$ cat config.mk
export PLATFORM = sky130hd
export DESIGN_NAME = bonded_channel_width_select
export DESIGN_NICKNAME = d
export VERILOG_FILES = /design/src/bcws_pkg.sv /design/src/bonded_channel_width_select.sv /design/src/bcws_decode.sv /design/src/bcws_walk.sv
export SDC_FILE = /design/constraint.sdc
export NUM_CORES = 1
export LEC_CHECK = 0
export BUFFER_PORTS_ARGS = -buffer_cell sky130_fd_sc_hd__buf_2
export CORE_MARGIN = 2
export CORE_UTILIZATION = 23
export CTS_CLUSTER_DIAMETER = 80
export CTS_CLUSTER_SIZE = 14
export DETAILED_ROUTE_END_ITERATION = 10
export PLACE_DENSITY = 0.35
export SKIP_CTS_REPAIR_TIMING = 1
export SYNTH_ARGS = -nofsm -noshare
export SYNTH_HDL_FRONTEND = slang
export SYNTH_SLANG_ARGS = --single-unit
$ cat constraint.sdc
create_clock -name clk -period 7.8 [get_ports clk]
set_input_delay 1.56 -clock clk [delete_from_list [all_inputs] [get_ports clk]]
set_output_delay 1.56 -clock clk [all_outputs]
set_load 0.05 [all_outputs]
$ cat src/bcws_pkg.sv
// Shared types, constants and channel table for the bonded channel width selector.
`timescale 1ns / 1ps
`default_nettype none

package bcws_pkg;

  // Field widths.
  localparam int ChanW = 8;
  localparam int MaskW = 8;

  // Default number of 20 MHz subchannels in a bonding group.
  localparam int GroupSubchannelsDef = 8;

  // Number of bonding groups in the 5 GHz table.
  localparam int NumGroups = 5;

  // Configuration register indexes.
  localparam logic CFG_PRIMARY_CHANNEL = 1'b0;
  localparam logic CFG_WIDTH_LIMIT     = 1'b1;

  // Register reset values.
  localparam logic [ChanW-1:0] PRIMARY_RESET = 8'd36;
  localparam logic [ChanW-1:0] LIMIT_RESET   = 8'd160;

  // Narrowest channel width in MHz.
  localparam logic [7:0] BASE_WIDTH = 8'd20;

  // Decoded primary channel: its group and place in the group.
  typedef struct packed {
    logic             found;
    logic [ChanW-1:0] base;
    logic [1:0]       levels;
    logic [2:0]       pos;
  } grp_info_t;

  // One result.
  typedef struct packed {
    logic [ChanW-1:0] channel;
    logic [7:0]       width;
    logic [MaskW-1:0] mask;
    logic             bad;
  } result_t;

  // First 20 MHz channel of each group.
  function automatic logic [ChanW-1:0] grp_base(input logic [2:0] g);
    logic [ChanW-1:0] b;
    case (g)
      3'd0:    b = 8'd36;
      3'd1:    b = 8'd100;
      3'd2:    b = 8'd132;
      3'd3:    b = 8'd149;
      3'd4:    b = 8'd165;
      default: b = 8'd0;
    endcase
    return b;
  endfunction

  // Last 20 MHz channel of each group.
  function automatic logic [ChanW-1:0] grp_last(input logic [2:0] g);
    logic [ChanW-1:0] l;
    case (g)
      3'd0:    l = 8'd64;
      3'd1:    l = 8'd128;
      3'd2:    l = 8'd144;
      3'd3:    l = 8'd161;
      3'd4:    l = 8'd165;
      default: l = 8'd0;
    endcase
    return l;
  endfunction

  // Tree depth of each group: 0 means a lone 20 MHz channel, 3 means 160 MHz at the top.
  function automatic logic [1:0] grp_levels(input logic [2:0] g);
    logic [1:0] lv;
    case (g)
      3'd0:    lv = 2'd3;
      3'd1:    lv = 2'd3;
      3'd2:    lv = 2'd2;
      3'd3:    lv = 2'd2;
      default: lv = 2'd0;
    endcase
    return lv;
  endfunction

  // Subchannels covered by the tree node at the given level that holds position pos.
  function automatic logic [MaskW-1:0] block_mask(input logic [2:0] pos, input logic [1:0] lvl);
    logic [MaskW-1:0] m;
    case (lvl)
      2'd0:    m = 8'h01 << pos;
      2'd1:    m = 8'h03 << {pos[2:1], 1'b0};
      2'd2:    m = 8'h0F << {pos[2], 2'b00};
      default: m = 8'hFF;
    endcase
    return m;
  endfunction

endpackage

`default_nettype wire

$ cat src/bonded_channel_width_select.sv
// Top level of the bonded channel width selector.
//
// Picks the widest usable bonded 5 GHz channel around the configured 20 MHz
// primary. Each request carries an idle mask, a received mask and a mode bit.
// A request is taken at a rising edge with req_valid high and req_stall low,
// and a result leaves at an edge with res_valid high and res_stall low.
// Configuration writes use cfg_valid and cfg_ready; cfg_ready is always high,
// and index 0 is the primary channel, index 1 the width limit. The user must
// write the registers only while no request is in flight; the block itself
// does not enforce it. A request passes through the input register, the group
// decode and tree walk, then the result register. The block takes one request
// per cycle, back to back, as long as results are taken.
// When the receiver stalls, the result register holds its value and the input
// register, if empty, still takes one more request; after that req_stall goes
// high until the result is taken.
// Reset is synchronous: both pipeline valid flags clear, the primary channel
// returns to 36 and the width limit to 160 MHz.
`timescale 1ns / 1ps
`default_nettype none

module bonded_channel_width_select
  import bcws_pkg::*;
#(
  parameter int GROUP_SUBCHANNELS = GroupSubchannelsDef
) (
  input  wire logic             clk,
  input  wire logic             rst,
  // Configuration write channel.
  input  wire logic             cfg_valid,
  output logic                  cfg_ready,
  input  wire logic             cfg_index,
  input  wire logic [7:0]       cfg_data,
  // Request channel.
  input  wire logic             req_valid,
  output logic                  req_stall,
  input  wire logic [MaskW-1:0] idle_mask,
  input  wire logic [MaskW-1:0] received_mask,
  input  wire logic             use_rts_cts,
  // Result channel.
  output logic                  res_valid,
  input  wire logic             res_stall,
  output logic [ChanW-1:0]      bonded_channel,
  output logic [7:0]            bonded_width,
  output logic [MaskW-1:0]      subchannel_mask,
  output logic                  bad_channel
);

  logic [ChanW-1:0] primary_channel;
  logic [7:0]       width_limit;

  // Input register.
  logic             s1_valid;
  logic [MaskW-1:0] s1_idle;
  logic [MaskW-1:0] s1_recv;
  logic             s1_rts;

  grp_info_t info;
  result_t   result;
  logic      out_free;
  logic      accept;

  assign cfg_ready = 1'b1;

  // The result register can load when it is empty or being drained this cycle.
  assign out_free  = !res_valid || !res_stall;
  assign req_stall = s1_valid && !out_free;
  assign accept    = req_valid && !req_stall;

  always_ff @(posedge clk) begin
    if (rst) begin
      primary_channel <= PRIMARY_RESET;
      width_limit     <= LIMIT_RESET;
    end else if (cfg_valid && cfg_ready) begin
      unique case (cfg_index)
        CFG_PRIMARY_CHANNEL: primary_channel <= cfg_data;
        CFG_WIDTH_LIMIT:     width_limit     <= cfg_data;
        default:             ;
      endcase
    end
  end

  always_ff @(posedge clk) begin
    if (rst) begin
      s1_valid <= 1'b0;
    end else if (accept) begin
      s1_valid <= 1'b1;
    end else if (out_free) begin
      s1_valid <= 1'b0;
    end
  end

  always_ff @(posedge clk) begin
    if (accept) begin
      s1_idle <= idle_mask;
      s1_recv <= received_mask;
      s1_rts  <= use_rts_cts;
    end
  end

  bcws_decode u_decode (
    .primary_channel (primary_channel),
    .info            (info)
  );

  bcws_walk #(
    .GROUP_SUBCHANNELS (GROUP_SUBCHANNELS)
  ) u_walk (
    .info          (info),
    .width_limit   (width_limit),
    .idle_mask     (s1_idle),
    .received_mask (s1_recv),
    .use_rts_cts   (s1_rts),
    .result        (result)
  );

  always_ff @(posedge clk) begin
    if (rst) begin
      res_valid <= 1'b0;
    end else if (out_free) begin
      res_valid <= s1_valid;
    end
  end

  always_ff @(posedge clk) begin
    if (out_free && s1_valid) begin
      bonded_channel  <= result.channel;
      bonded_width    <= result.width;
      subchannel_mask <= result.mask;
      bad_channel     <= result.bad;
    end
  end

endmodule

`default_nettype wire

$ cat src/bcws_decode.sv
// Primary channel decoder: finds the bonding group and subchannel position.
`timescale 1ns / 1ps
`default_nettype none

module bcws_decode
  import bcws_pkg::*;
(
  input  wire logic [ChanW-1:0] primary_channel,
  output grp_info_t             info
);

  always_comb begin
    logic [ChanW-1:0] diff;
    info = '0;
    diff = '0;
    // The groups do not overlap, so at most one of them matches.
    for (int g = 0; g < NumGroups; g++) begin
      diff = primary_channel - grp_base(3'(g));
      if (primary_channel >= grp_base(3'(g)) && primary_channel <= grp_last(3'(g)) &&
          diff[1:0] == 2'b00) begin
        info.found  = 1'b1;
        info.base   = grp_base(3'(g));
        info.levels = grp_levels(3'(g));
        info.pos    = diff[4:2];
      end
    end
  end

endmodule

`default_nettype wire

$ cat src/bcws_walk.sv
// Bonding tree walk: climbs from the primary while siblings and limit allow.
`timescale 1ns / 1ps
`default_nettype none

module bcws_walk
  import bcws_pkg::*;
#(
  parameter int GROUP_SUBCHANNELS = GroupSubchannelsDef
) (
  input  wire grp_info_t        info,
  input  wire logic [7:0]       width_limit,
  input  wire logic [MaskW-1:0] idle_mask,
  input  wire logic [MaskW-1:0] received_mask,
  input  wire logic             use_rts_cts,
  output result_t               result
);

  localparam logic [MaskW:0]   ValidWide = (9'd1 << GROUP_SUBCHANNELS) - 9'd1;
  localparam logic [MaskW-1:0] ValidBits = ValidWide[MaskW-1:0];

  always_comb begin
    logic [MaskW-1:0] src;
    logic [MaskW-1:0] cur;
    logic [MaskW-1:0] sib;
    logic [7:0]       top;
    logic [7:0]       lim;
    logic [7:0]       wd;
    logic [1:0]       lvl;
    logic [2:0]       start;
    logic [3:0]       span;
    logic             stop;

    src   = (use_rts_cts ? received_mask : idle_mask) & ValidBits;
    top   = BASE_WIDTH << info.levels;
    lim   = (width_limit > top) ? top : width_limit;
    lvl   = 2'd0;
    stop  = 1'b0;
    cur   = '0;
    sib   = '0;
    wd    = '0;

    // At most three steps up the tree.
    for (int k = 0; k < 3; k++) begin
      wd = BASE_WIDTH << k;
      if (!stop) begin
        if (2'(k) >= info.levels) begin
          stop = 1'b1;
        end else if (use_rts_cts ? (wd >= lim) : (wd == lim)) begin
          stop = 1'b1;
        end else begin
          cur = block_mask(info.pos, 2'(k));
          sib = block_mask(info.pos, 2'(k + 1)) & ~cur;
          if ((src & sib) != sib) begin
            stop = 1'b1;
          end else begin
            lvl = 2'(k + 1);
          end
        end
      end
    end

    start = info.pos & ~((3'd1 << lvl) - 3'd1);
    span  = (4'd1 << lvl) - 4'd1;

    result.bad     = 1'b0;
    result.channel = info.base + {3'b000, start, 2'b00} + {3'b000, span, 1'b0};
    result.width   = BASE_WIDTH << lvl;
    result.mask    = block_mask(info.pos, lvl);

    if (!info.found) begin
      result = '0;
      result.bad = 1'b1;
    end else if (use_rts_cts && !src[info.pos]) begin
      // The primary itself was not received: nothing is usable.
      result = '0;
    end
  end

endmodule

`default_nettype wire

-- Word-level counts from Yosys, hierarchy flattened
Index checks and enable logic that the tools add are counted.
- multiplexer cells: 49
- equal/unequal tests: 8
- magnitude comparators: 18
- bitwise operators: 13
- add/subtract/negate cells: 9
- reduce and logical (&&, ||, !) cells: 30
- shift-type cells: 7
- operators by type and width (kind ; number):
    8-bit two-way mux ; 18
    14-bit two-way mux ; 5
    8-bit AND ; 6
    8-bit <= comparator (second input constant) ; 4
    8-bit >= comparator (second input constant) ; 3
    8-bit != test ; 3
    8-bit inverter ; 3
    8-bit one-hot mux with 3 select lines ; 1
    2-bit two-way mux ; 10
    5-bit by 3-bit subtractor with 5-bit output (second input constant) ; 4
    8-bit by 5-bit adder with 8-bit output ; 2
    5-bit by 2-bit left shift with 8-bit output (first input constant) ; 2
    1-bit logical AND ; 14
    1-bit two-way mux ; 14
    2-bit logical NOT ; 6
    5-bit by 8-bit equality test with 1-bit output (first input constant) ; 1
    6-bit by 8-bit equality test with 1-bit output (first input constant) ; 1
    7-bit by 8-bit equality test with 1-bit output (first input constant) ; 1
    5-bit by 8-bit >= comparator with 1-bit output (first input constant) ; 1
    6-bit by 8-bit >= comparator with 1-bit output (first input constant) ; 1
    7-bit by 8-bit >= comparator with 1-bit output (first input constant) ; 1
    8-bit by 6-bit >= comparator with 1-bit output (second input constant) ; 1
    8-bit by 7-bit >= comparator with 1-bit output (second input constant) ; 1
    8-bit greater-than comparator ; 1
    other kinds (23) ; 30
- bits in registers: 60
- output and inout port bits: 28
- bits of input ports: 31
- word-level logic and storage cells: 145

-- Logic depth before layout (Yosys ltp)
Gate-level depths: netlist of run 1.
- depth after elaboration: 46
- gate-level depth with buffers: 25
- gate-level depth less buffers: 23

-- Cells and area by module
From an unflattened synthesis of run 1, not the netlist that was laid out.
- cells, all modules: 336
- area, all modules: 3644.7 µm²
- modules (own cells, without submodules) (module ; seq. area each (µm²) ; times used ; cells each ; area an instance (µm²)):
    bonded_channel_width_select ; 1621.6 ; 1 ; 118 ; 2010.7
    bcws_walk ; 0.0 ; 1 ; 170 ; 1253.7
    bcws_decode ; 0.0 ; 1 ; 48 ; 380.4

-- Least setup slack after synthesis of run 1
Ideal clock, no wire load.
- path type: register to register
- start: reg primary_channel[3]
- end: reg bonded_channel[6] (data pin)
- path slack: 2.524 ns
- clock period less this slack: 5.276 ns
- buffers on the path: 2
- cell stages (with the launch flop): 23
- arrival: 5.020 ns
- required time: 7.543 ns
- setup time: 0.257 ns
- cells stage by stage: dfxtp_1 -> clkbuf_1 -> inv_1 -> ha_1 -> or3b_2 -> o32ai_1 -> nand3b_1 -> ha_1 -> a21o_1 -> a21o_1 -> a221oi_1 -> a41oi_1 -> mux2i_1 -> o21ai_0 -> or3_1 -> buf_2 -> o21a_1 -> fa_1 -> ha_1 -> a21o_1 -> a21oi_1 -> xor2_1 -> nor2_1
- longest elaborated chain between the ends: 32
- elaborated cells between the ends (all ways): 105
- those cells by class: 9 x add/sub; 17 x order compare; 6 x eq/ne; 6 x shift; 42 x mux; 12 x bitwise; 13 x reduce/logical
- RTL lines (element ; RTL line ; source):
    from (decl) ; bonded_channel_width_select.sv:48 ; logic [ChanW-1:0] primary_channel;
    from (signal assigned) ; bonded_channel_width_select.sv:75 ; CFG_PRIMARY_CHANNEL: primary_channel <= cfg_data;
    8-bit by 6-bit >= comparator with 1-bit output or 8-bit by 7-bit <= comparator with 1-bit output (tied branches) ; bcws_decode.sv:19 ; if (primary_channel >= grp_base(3'(g)) && primary_channel <= grp_last(3'(g)) &&
    1-bit logical AND (2 in series) ; bcws_decode.sv:19 ;
    14-bit two-way mux (4 in series) ; bcws_decode.sv:19 ;
    14-bit two-way mux (*) ; bcws_decode.sv:19 ;
    parallel branches: the longest is 24 deep, another holds 8-bit greater-than comparator ; n/a ;
    to (signal assigned) ; bonded_channel_width_select.sv:126 ; bonded_channel <= result.channel;
    to (decl) ; bonded_channel_width_select.sv:42 ; output logic [ChanW-1:0] bonded_channel,
Every way passes the cells marked *. The select of a mux whose other input is x is not followed.
A chain may end at the register's enable or synchronous reset.

-- Worst setup path in the final report of run 1
- start: reg primary_channel[2]
- end: reg bonded_channel[6] (data pin)
The elaborated chain is that of the path after synthesis.

==> results of run 1 <==
routing by layer:
layer	vias up	share of wire, %	global-route usage [%]	wire, um
met3	17	3.9	3.285	372
met2	71	44	18.27	4218
li1	1464	-	-	-
met1	1369	49	16.79	4734
met5	-	0	0	0
met4	0	2.6	6.010	248
flip-flops by register name, summed over array words and instances (netlist names):
signal           flops
bad_channel          1
s1_idle              8
width_limit          8
s1_rts               1
subchannel_mask      8
res_valid            1
primary_channel      8
s1_valid             1
s1_recv              8
bonded_width         6
bonded_channel       8
worst max-delay path, stage by stage, from the launching register on:
cell and delay, ns:
dfxtp_1 0.36, inv_1 0.13, ha_1 0.33, or3b_2 0.47, o32ai_1 0.21, nand3b_1 0.29
ha_1 0.36, a21o_1 0.17, a21o_1 0.16, a221oi_1 0.28, a41oi_1 0.14, mux2i_1 0.40
o21ai_0 0.26, or3_1 0.45, o21a_1 0.23, fa_1 0.49, ha_1 0.32, a21o_1 0.16
a21oi_1 0.16, xor2_1 0.16, nor2_1 0.05
Yosys cell counts (all sizes together) (4+ instances only):
library cell / count
nor4: 4
mux2i: 6
nand3: 7
o2bb2ai: 4
buf: 12
xnor2: 4
nand2: 41
and2: 8
a21o: 5
nor2: 25
o21ai: 17
nor3: 15
nor2b: 10
nand2b: 10
edfxtp: 40
inv: 8
nand3b: 8
a21oi: 28
ha: 11
a211o: 5
clkbuf: 8
dfxtp: 18
a32o: 6
a211oi: 6
worst max-delay path by stage:
| stage | startpoint | slack [ns] | to |
|---|---|---|---|
| 3_5_place_dp | primary_channel[2]$_SDFFE_PP1P_ | 1.97 | bonded_channel[6]$_SDFFCE_PP0P_ |
| 6_report | primary_channel[2]$_SDFFE_PP1P_ | 1.94 | bonded_channel[6]$_SDFFCE_PP0P_ |
| 3_3_place_gp | primary_channel[3]$_SDFFE_PP0P_ | 2.11 | bonded_channel[6]$_SDFFCE_PP0P_ |
| 2_1_floorplan | primary_channel[3]$_SDFFE_PP0P_ | 2.52 | bonded_channel[6]$_SDFFCE_PP0P_ |
| 5_1_grt | primary_channel[2]$_SDFFE_PP1P_ | 1.31 | bonded_channel[7]$_SDFFCE_PP0P_ |
| 4_1_cts | primary_channel[2]$_SDFFE_PP1P_ | 1.93 | bonded_channel[6]$_SDFFCE_PP0P_ |
final cells by class:
class                   instances  area, um2  share of cell area (%)
repair buffers                 57      290.3                   6.725
clock buffers                   9      225.2                   5.217
clock inverters                 7      60.06                   1.391
well taps                     188      235.2                   5.449
inverters                       8      30.03                  0.6957
multi-input cells             283       1914                   44.35
flip-flops and latches         58       1562                   36.17
logic make-up (layout without fill, tap and decap cells):
group                      after synthesis  after routing  synth area share, %
and+or+nand+nor                        148            148                23.49
AOI/OAI and AO/OA                      100            100                19.62
DFF                                     58             58                43.56
buffers and inverters                   28             81                3.665
adders and majority gates               14             14                5.515
muxes                                    9              9                2.722
xor gates and xnor gates                 5              5                1.222
other                                    2              7               0.2095
metrics by stage:
step	instances	setup WS, ns
final	610	1.943
after global placement	594	2.109
after detailed placement	594	1.967
after CTS	610	1.934
after floorplan	369	2.524
after global routing	610	1.309
power breakdown:
group	switching [mW]	leakage, nW	total, mW	internal, mW
sequential	0.0159	0.530	0.370	0.354
combinational	0.140	0.973	0.211	0.0707
clock	0.138	0.142	0.381	0.243
total	0.294	1.64	0.962	0.668
layout by cell type, fill, tap and decap left out, types with 5 or more instances in the layout:
cell	n
a211oi_1	5
dfxtp_1	18
nand3b_1	7
edfxtp_1	40
a211o_1	5
mux2i_1	6
nand2_1	41
a21oi_1	28
clkbuf_16	9
nand2b_1	10
buf_2	55
inv_1	8
ha_1	11
o21ai_0	16
nor2b_1	10
nor2_1	25
a21o_1	5
nor3_1	12
and2_1	8
conb_1	7
a32o_1	6
nand3_1	7
==> metrics.csv, run 1 <==
stage,metric,value,unit
run_status,status,finished clean,
sta,post-route-min-period,5.857,ns
clock_network,clock_path_buffers,2,
synthesis,yosysTopAreaCellShare,33.51,%
synthesis,ys.flop_type,edfxtp_1,
job,cap_violations,0,
synthesis,synth_warnings,0,
critical_path,r2r-end,bonded_channel[6]$_SDFFCE_PP0P_,
sta,fin_skew,0.004665,ns
grt,grt_first_pass_wirelength,15640,um
synthesis,syn_area,3585,um2
min_path,min_to,res_valid$_SDFFE_PP0N_,
route,wl,9574,um
route,post_drt_wl_per_cell,15.70,um
critical_path,arrival,5.93,ns
critical_path,required,7.88,ns
sta,rsz0062_at_grt,false,
die,core-area,15200,um2
synthesis,syn_inst,364,
die,io-pin-count,59,
clock_network,htreeDepth,3,
critical_path,reg2reg_depth,20,
sta,tightest_slew,0.8296,ns
critical_path,start_kind,register,
min_path,hp-start,s1_valid$_SDFFE_PP0P_,
layout,drive_above_1_share,20.85,%
placement,gp_congestion,0.8648,
sta,min_period_over_period,75.09,%
grt,grt_max_degree,24,
route,drtIter0Drc,109,
power,power.total,961.7,uW
die,rows,45,
sta,finalSetupTns,0,ns
layout,fin_util,28.40,%
placement,hpwl,7278,um
route,dr.pass1.iters,4,
min_path,holdPathStages,2,
die,die_h,128.8,um
clock_network,clock_sinks,58,
clock_network,clock_latency,0.34,ns
sta,max_slew_margin,44.55,%
critical_path,reg2reg_slack,1.94,ns
sta,slew_viol_final,0,
die,design.die.area,16600,um2
synthesis,synth_area_leaders,"edfxtp_1 (34%), dfxtp_1 (10%), nand2_1 (4.3%)",
die,die_x,128.8,um
power,p_per_area,222.8,nW/um2
critical_path,crit_path_max_fanout,7,
route,vias_per_cell,4.789,
layout,nets,462,
layout,antenna_cells,0,
route,remaining_drc_errors,0,
clock_network,cts_tree,built,
grt,grt_usage,12.39,%
placement,placed_area,4031,um2
power,irDropWorstVdd,0.00009169,V
grt,grt_pass1_vias,2919,
grt,overflow,0,
critical_path,end_kind,register,
critical_path,criticalPathCategory,reg -> reg,
layout,area_growth,20.42,%
synthesis,synth-seq-cells,58,
sta,final_hold_viol_count,0,
min_path,hp-class,reg -> reg,
synthesis,ys_seq_area_share,43.56,%
die,start_util,23.58,%
placement,portBuffers,55,
route,drtAntennaViolNets,0,
power,p_leak,1.645,nW
synthesis,synth_edf_count,40,
sta,fmax,170.7,MHz
clock_network,cts_buffers,9,
critical_path,reg2reg_from,primary_channel[2]$_SDFFE_PP1P_,
sta,whs,0.4825,ns
synthesis,ys_async_sr_fraction,0,%
grt,antenna_found_initial,0,
synthesis,yosysTopAreaCell,edfxtp_1,
layout,final_area,4317,um2
sta,setup_viol,0,
synthesis,avgSynthCellArea,9.848,um2
synthesis,synthDistinctLibCells,71,
clock_network,clockRootBuffer,clkbuf_16,
layout,fillers,1636,
route,num_vias,2921,
clock_network,path_clk_slew,0.05,ns
Note: power is estimated with default switching activity, not from simulation.
==> inputs of run 2 (changes only) <==
- clock period: 7.8 -> 5.4 ns (I/O delays scaled with it)
==> run 2 against run 1 <==
Against the previous run: register-to-register slack worse by 1.6 ns; critical path depth stayed put; total power increased by 41%; worst hold slack got worse by 0.0026 ns; global-route usage grew 0.10 points; critical path type unchanged.
==> metrics.csv, run 2 (synthesis results as in run 1) <==
stage,metric,value,unit
placement,pre_cts_slack,-0.01884,ns
die,rows,45,
run_status,status,finished clean,
clock_network,cts_buffers,9,
clock_network,clock_sinks,58,
layout,drive_above_1_share,25.40,%
grt,grt_pass1_vias,2952,
die,design.die.area,16600,um2
critical_path,reg2reg_from,primary_channel[2]$_SDFFE_PP1P_,
job,cap_violations,0,
route,num_vias,3021,
sta,slew_viol_final,0,
sta,max_slew_margin,37.11,%
critical_path,crit_start,primary_channel[2]$_SDFFE_PP1P_,
critical_path,end_kind,register,
critical_path,crit_path_max_fanout,6,
clock_network,cts_tree,built,
route,remaining_drc_errors,0,
route,wl,9909,um
grt,grt_usage,12.49,%
placement,portBuffers,55,
critical_path,start_kind,register,
sta,final_hold_viol_count,0,
placement,gp_congestion,0.8139,
route,drtAntennaViolNets,0,
sta,fin_ws,0.2963,ns
critical_path,reg2reg_depth,20,
layout,layout_commonest_cell,buf_2,
die,die_h,128.8,um
placement,hpwl,7499,um
sta,rsz0062_at_grt,true,
layout,final_cell_mix,"buf_2 (55), nand2_1 (41), edfxtp_1 (40), a21oi_1 (27), nor2_1 (25)",
clock_network,clockRootBuffer,clkbuf_16,
sta,fin_skew,0.004483,ns
clock_network,path_clk_slew,0.05,ns
sta,setup_viol,0,
die,start_util,23.58,%
power,p_leak,1.708,nW
sta,tightest_slew,0.9409,ns
clock_network,clock_latency,0.33,ns
clock_network,htreeDepth,3,
critical_path,required,5.47,ns
grt,grt_first_pass_wirelength,15840,um
critical_path,timing.critical_path.cells,"inv_1, ha_2, or3b_2, o32ai_4, nand3b_1, ha_1, a21o_1, a21o_1, a221oi_2, a41oi_2, mux2i_1, o21ai_1, or3_1, o21a_1, fa_1, ha_1, a21o_1, a21oi_2, xor2_1, nor2_1",
critical_path,crit_slowest_cell,or3b_2,
layout,fin_util,29.36,%
die,die_x,128.8,um
layout,nets,478,
critical_path,reg2reg_slack,0.30,ns
critical_path,criticalPathCategory,reg -> reg,
route,dr.pass1.iters,5,
layout,area_growth,24.50,%
sta,post-route-min-period,5.104,ns
route,vias_per_cell,4.834,
layout,antenna_cells,0,
route,drtIter0Drc,209,
die,core-area,15200,um2
critical_path,cpPeakStageDelay,0.49,ns
critical_path,critical_path.endpoint,bonded_channel[6]$_SDFFCE_PP0P_,
route,post_drt_wl_per_cell,15.85,um
critical_path,cpMostUsedCell,a21o_1,
clock_network,clock_path_buffers,2,
grt,overflow,0,
power,p_per_area,304.9,nW/um2
die,io-pin-count,59,
sta,fmax,195.9,MHz
grt,grt_max_degree,24,
critical_path,r2r-end,bonded_channel[6]$_SDFFCE_PP0P_,
sta,min_period_over_period,94.51,%
power,irDropWorstVdd,0.0001437,V
critical_path,arrival,5.17,ns
min_path,hp-class,reg -> reg,
grt,antenna_found_initial,0,
run 2: changes by cell type in the layout (fill, tap and decap cells not counted), sizes merged:
| cell | before | now |
|---|---|---|
| bufinv | 1 | 0 |
| clkinvlp | 0 | 1 |
| clkinv | 6 | 3 |
| buf | 57 | 73 |
| clkbuf | 9 | 11 |
run 2: cell type report:
class                      instances  area, um2
clock buffer                      11      232.7
clock inverter                     4      20.02
fill                            1627      10740
inverter                           8      30.03
multi-input combinational        283       1972
sequential                        58       1563
tap                              188      235.2
timing repair buffer              73      410.4
run 2: per-layer routing:
metal	vias to the layer above	wire (um)	GRT usage, %
li1	1493	-	-
met1	1439	4624	16.27
met2	80	4648	19.48
met4	0	151	4.987
met5	-	0	0
met3	9	484	3.659
run 2: per-stage QoR:
step / std cells / hold slack, ns / TNS (ns) / power, mW / area, um2
detailed placement: 609 / 0.4793 / -0.02579 / 0.8642 / 4144
floorplan: 369 / 0.4440 / 0 / 0.7736 / 3603
finish: 625 / 0.4799 / 0 / 1.361 / 4463
CTS: 624 / 0.4867 / -0.04247 / 1.368 / 4397
global route: 625 / 0.5058 / -0.01705 / 1.437 / 4463
global placement: 609 / 0.4653 / 0 / 0.8669 / 4144
run 2: worst min-delay path by stage:
stage	startpoint	to	slack [ns]	cells after the start
3_5_place_dp	width_limit[1]$_SDFFE_PP0P_	width_limit[1]$_SDFFE_PP0P_	0.48	2
6_report	width_limit[1]$_SDFFE_PP0P_	width_limit[1]$_SDFFE_PP0P_	0.48	2
4_1_cts	width_limit[1]$_SDFFE_PP0P_	width_limit[1]$_SDFFE_PP0P_	0.49	2
3_3_place_gp	s1_valid$_SDFFE_PP0P_	res_valid$_SDFFE_PP0N_	0.47	2
2_1_floorplan	s1_valid$_SDFFE_PP0P_	res_valid$_SDFFE_PP0N_	0.44	2
5_1_grt	width_limit[1]$_SDFFE_PP0P_	width_limit[1]$_SDFFE_PP0P_	0.51	2
run 2: worst max-delay path: cells and delay by family (launching register included):
kind / cells / cell delay (ns)
adder cells (fa/ha/maj): 4 / 1.38
XOR/XNOR: 1 / 0.14
buffers and inverters: 1 / 0.11
AO/OA/AOI/OAI: 9 / 1.52
AND/OR/NAND/NOR: 4 / 1.08
multiplexers: 1 / 0.25
flip-flops: 1 / 0.34
run 2: power by group:
group / internal (mW) / switching [mW] / leakage [nW]
registers: 0.512 / 0.0178 / 0.530
clock network: 0.303 / 0.192 / 0.120
logic: 0.120 / 0.216 / 1.06
==> inputs of run 3 (changes only) <==
- MAX_ROUTING_LAYER: not set -> met4
==> run 3 against run 2 <==
Against the previous run: total power increased by 0.14%; critical path depth unchanged; clock power about the same; register-to-register slack about the same.
==> metrics.csv, run 3 (synthesis results as in run 1) <==
stage,metric,value,unit
critical_path,arrival,5.17,ns
critical_path,reg2reg_slack,0.30,ns
min_path,hp-class,reg -> reg,
grt,grt_usage,12.84,%
power,power.total,1.363,mW
route,vias_per_cell,4.830,
grt,overflow,0,
critical_path,crit_path_max_fanout,6,
placement,hpwl,7499,um
critical_path,timing.critical_path.cells,"inv_1, ha_2, or3b_2, o32ai_4, nand3b_1, ha_1, a21o_1, a21o_1, a221oi_2, a41oi_2, mux2i_1, o21ai_1, or3_1, o21a_1, fa_1, ha_1, a21o_1, a21oi_2, xor2_1, nor2_1",
die,start_util,23.58,%
critical_path,start_kind,register,
critical_path,cpPeakStageDelay,0.49,ns
die,die_x,128.8,um
sta,max_slew_margin,39.94,%
clock_network,clock_sinks,58,
critical_path,criticalPathCategory,reg -> reg,
grt,grt_first_pass_wirelength,15830,um
sta,post-route-min-period,5.098,ns
power,irDropWorstVdd,0.0001451,V
placement,portBuffers,55,
job,cap_violations,0,
route,num_vias,3019,
sta,fmax,196.1,MHz
clock_network,cts_tree,built,
layout,nets,478,
run_status,status,finished clean,
sta,slew_viol_final,0,
clock_network,path_clk_slew,0.05,ns
power,p_per_area,305.3,nW/um2
die,die_h,128.8,um
layout,drive_above_1_share,25.40,%
clock_network,htreeDepth,3,
clock_network,clockRootBuffer,clkbuf_16,
layout,area_growth,24.50,%
die,design.die.area,16600,um2
sta,whs,0.4791,ns
critical_path,required,5.47,ns
grt,grt_max_degree,24,
route,dr.pass1.iters,5,
layout,final_cell_mix,"buf_2 (55), nand2_1 (41), edfxtp_1 (40), a21oi_1 (27), nor2_1 (25)",
route,post_drt_wl_per_cell,15.84,um
critical_path,cpMostUsedCell,a21o_1,
route,drtAntennaViolNets,0,
clock_network,clock_latency,0.34,ns
layout,regArea,1563,um2
sta,tightest_slew,0.8985,ns
clock_network,clock_path_buffers,2,
route,remaining_drc_errors,0,
die,rows,45,
power,p_leak,1.708,nW
route,wl,9900,um
layout,layout_commonest_cell,buf_2,
die,io-pin-count,59,
layout,antenna_cells,0,
placement,gp_congestion,0.8259,
critical_path,crit_family,compound AO/OA/AOI/OAI gates,
critical_path,end_kind,register,
sta,rsz0062_at_grt,true,
sta,setup_viol,0,
die,core-area,15200,um2
grt,grt_pass1_vias,2954,
sta,fin_skew,0.003854,ns
sta,final_hold_viol_count,0,
clock_network,cts_buffers,9,
layout,fillers,1627,
layout,multi_input_area,1972,um2
critical_path,crit_slowest_cell,or3b_2,
critical_path,cp_num_buf_inv,1,
sta,min_period_over_period,94.41,%
grt,antenna_found_initial,0,
route,drtIter0Drc,190,
==> run 3: cell counts in the layout (fill, tap and decap cells not counted) <==
No cell type changed its count.
==> run 3: worst paths after layout <==
kind                              startpoint                         endpoint  depth (start not counted)
max          primary_channel[2]$_SDFFE_PP1P_  bonded_channel[6]$_SDFFCE_PP0P_                         20
min              width_limit[1]$_SDFFE_PP0P_      width_limit[1]$_SDFFE_PP0P_                          2
max reg2reg  primary_channel[2]$_SDFFE_PP1P_  bonded_channel[6]$_SDFFCE_PP0P_                         20
min reg2reg      width_limit[1]$_SDFFE_PP0P_      width_limit[1]$_SDFFE_PP0P_                          2
==> run 3: area by class of cell <==
| type | count | area share, % |
|---|---|---|
| repair buffers | 73 | 9.195 |
| well taps | 188 | 5.271 |
| clock buffers | 11 | 5.214 |
| clock inverters | 4 | 0.4486 |
| flip-flops and latches | 58 | 35.02 |
| multi-input cells | 283 | 44.18 |
| inverters | 8 | 0.6728 |
==> run 3: report_power, final <==
group / total (mW) / internal (mW) / switching [mW]
Sequential: 0.530 / 0.512 / 0.0178
Clock: 0.497 / 0.303 / 0.194
Combinational: 0.336 / 0.120 / 0.216
Total: 1.36 / 0.935 / 0.428
==> run 3: tightest hold or removal path, cell delays in order, from the launching register on <==
cell,delay (ns)
dfxtp_1,0.32
nand2_1,0.06
a21oi_1,0.06
==> run 3: metrics by stage <==
step	util (%)	instance area (um2)	setup WS [ns]	TNS, ns	cells
after floorplan	-	3603	0.1236	0	369
after global placement	27.26	4144	0.1586	0	609
after detailed placement	27.26	4144	-0.01884	-0.02579	609
after CTS	28.92	4397	-0.02706	-0.04247	624
after global routing	29.36	4463	-0.01435	-0.01957	625
final	29.36	4463	0.3016	0	625
==> run 3: per-layer routing <==
layer  GRT usage, %  wire (um)  vias up
li1               -          -     1495
met1          16.30       4673     1444
met2          19.45       4535       70
met3          2.994        499       10
met4          5.754        192        0
met5              -          0        -
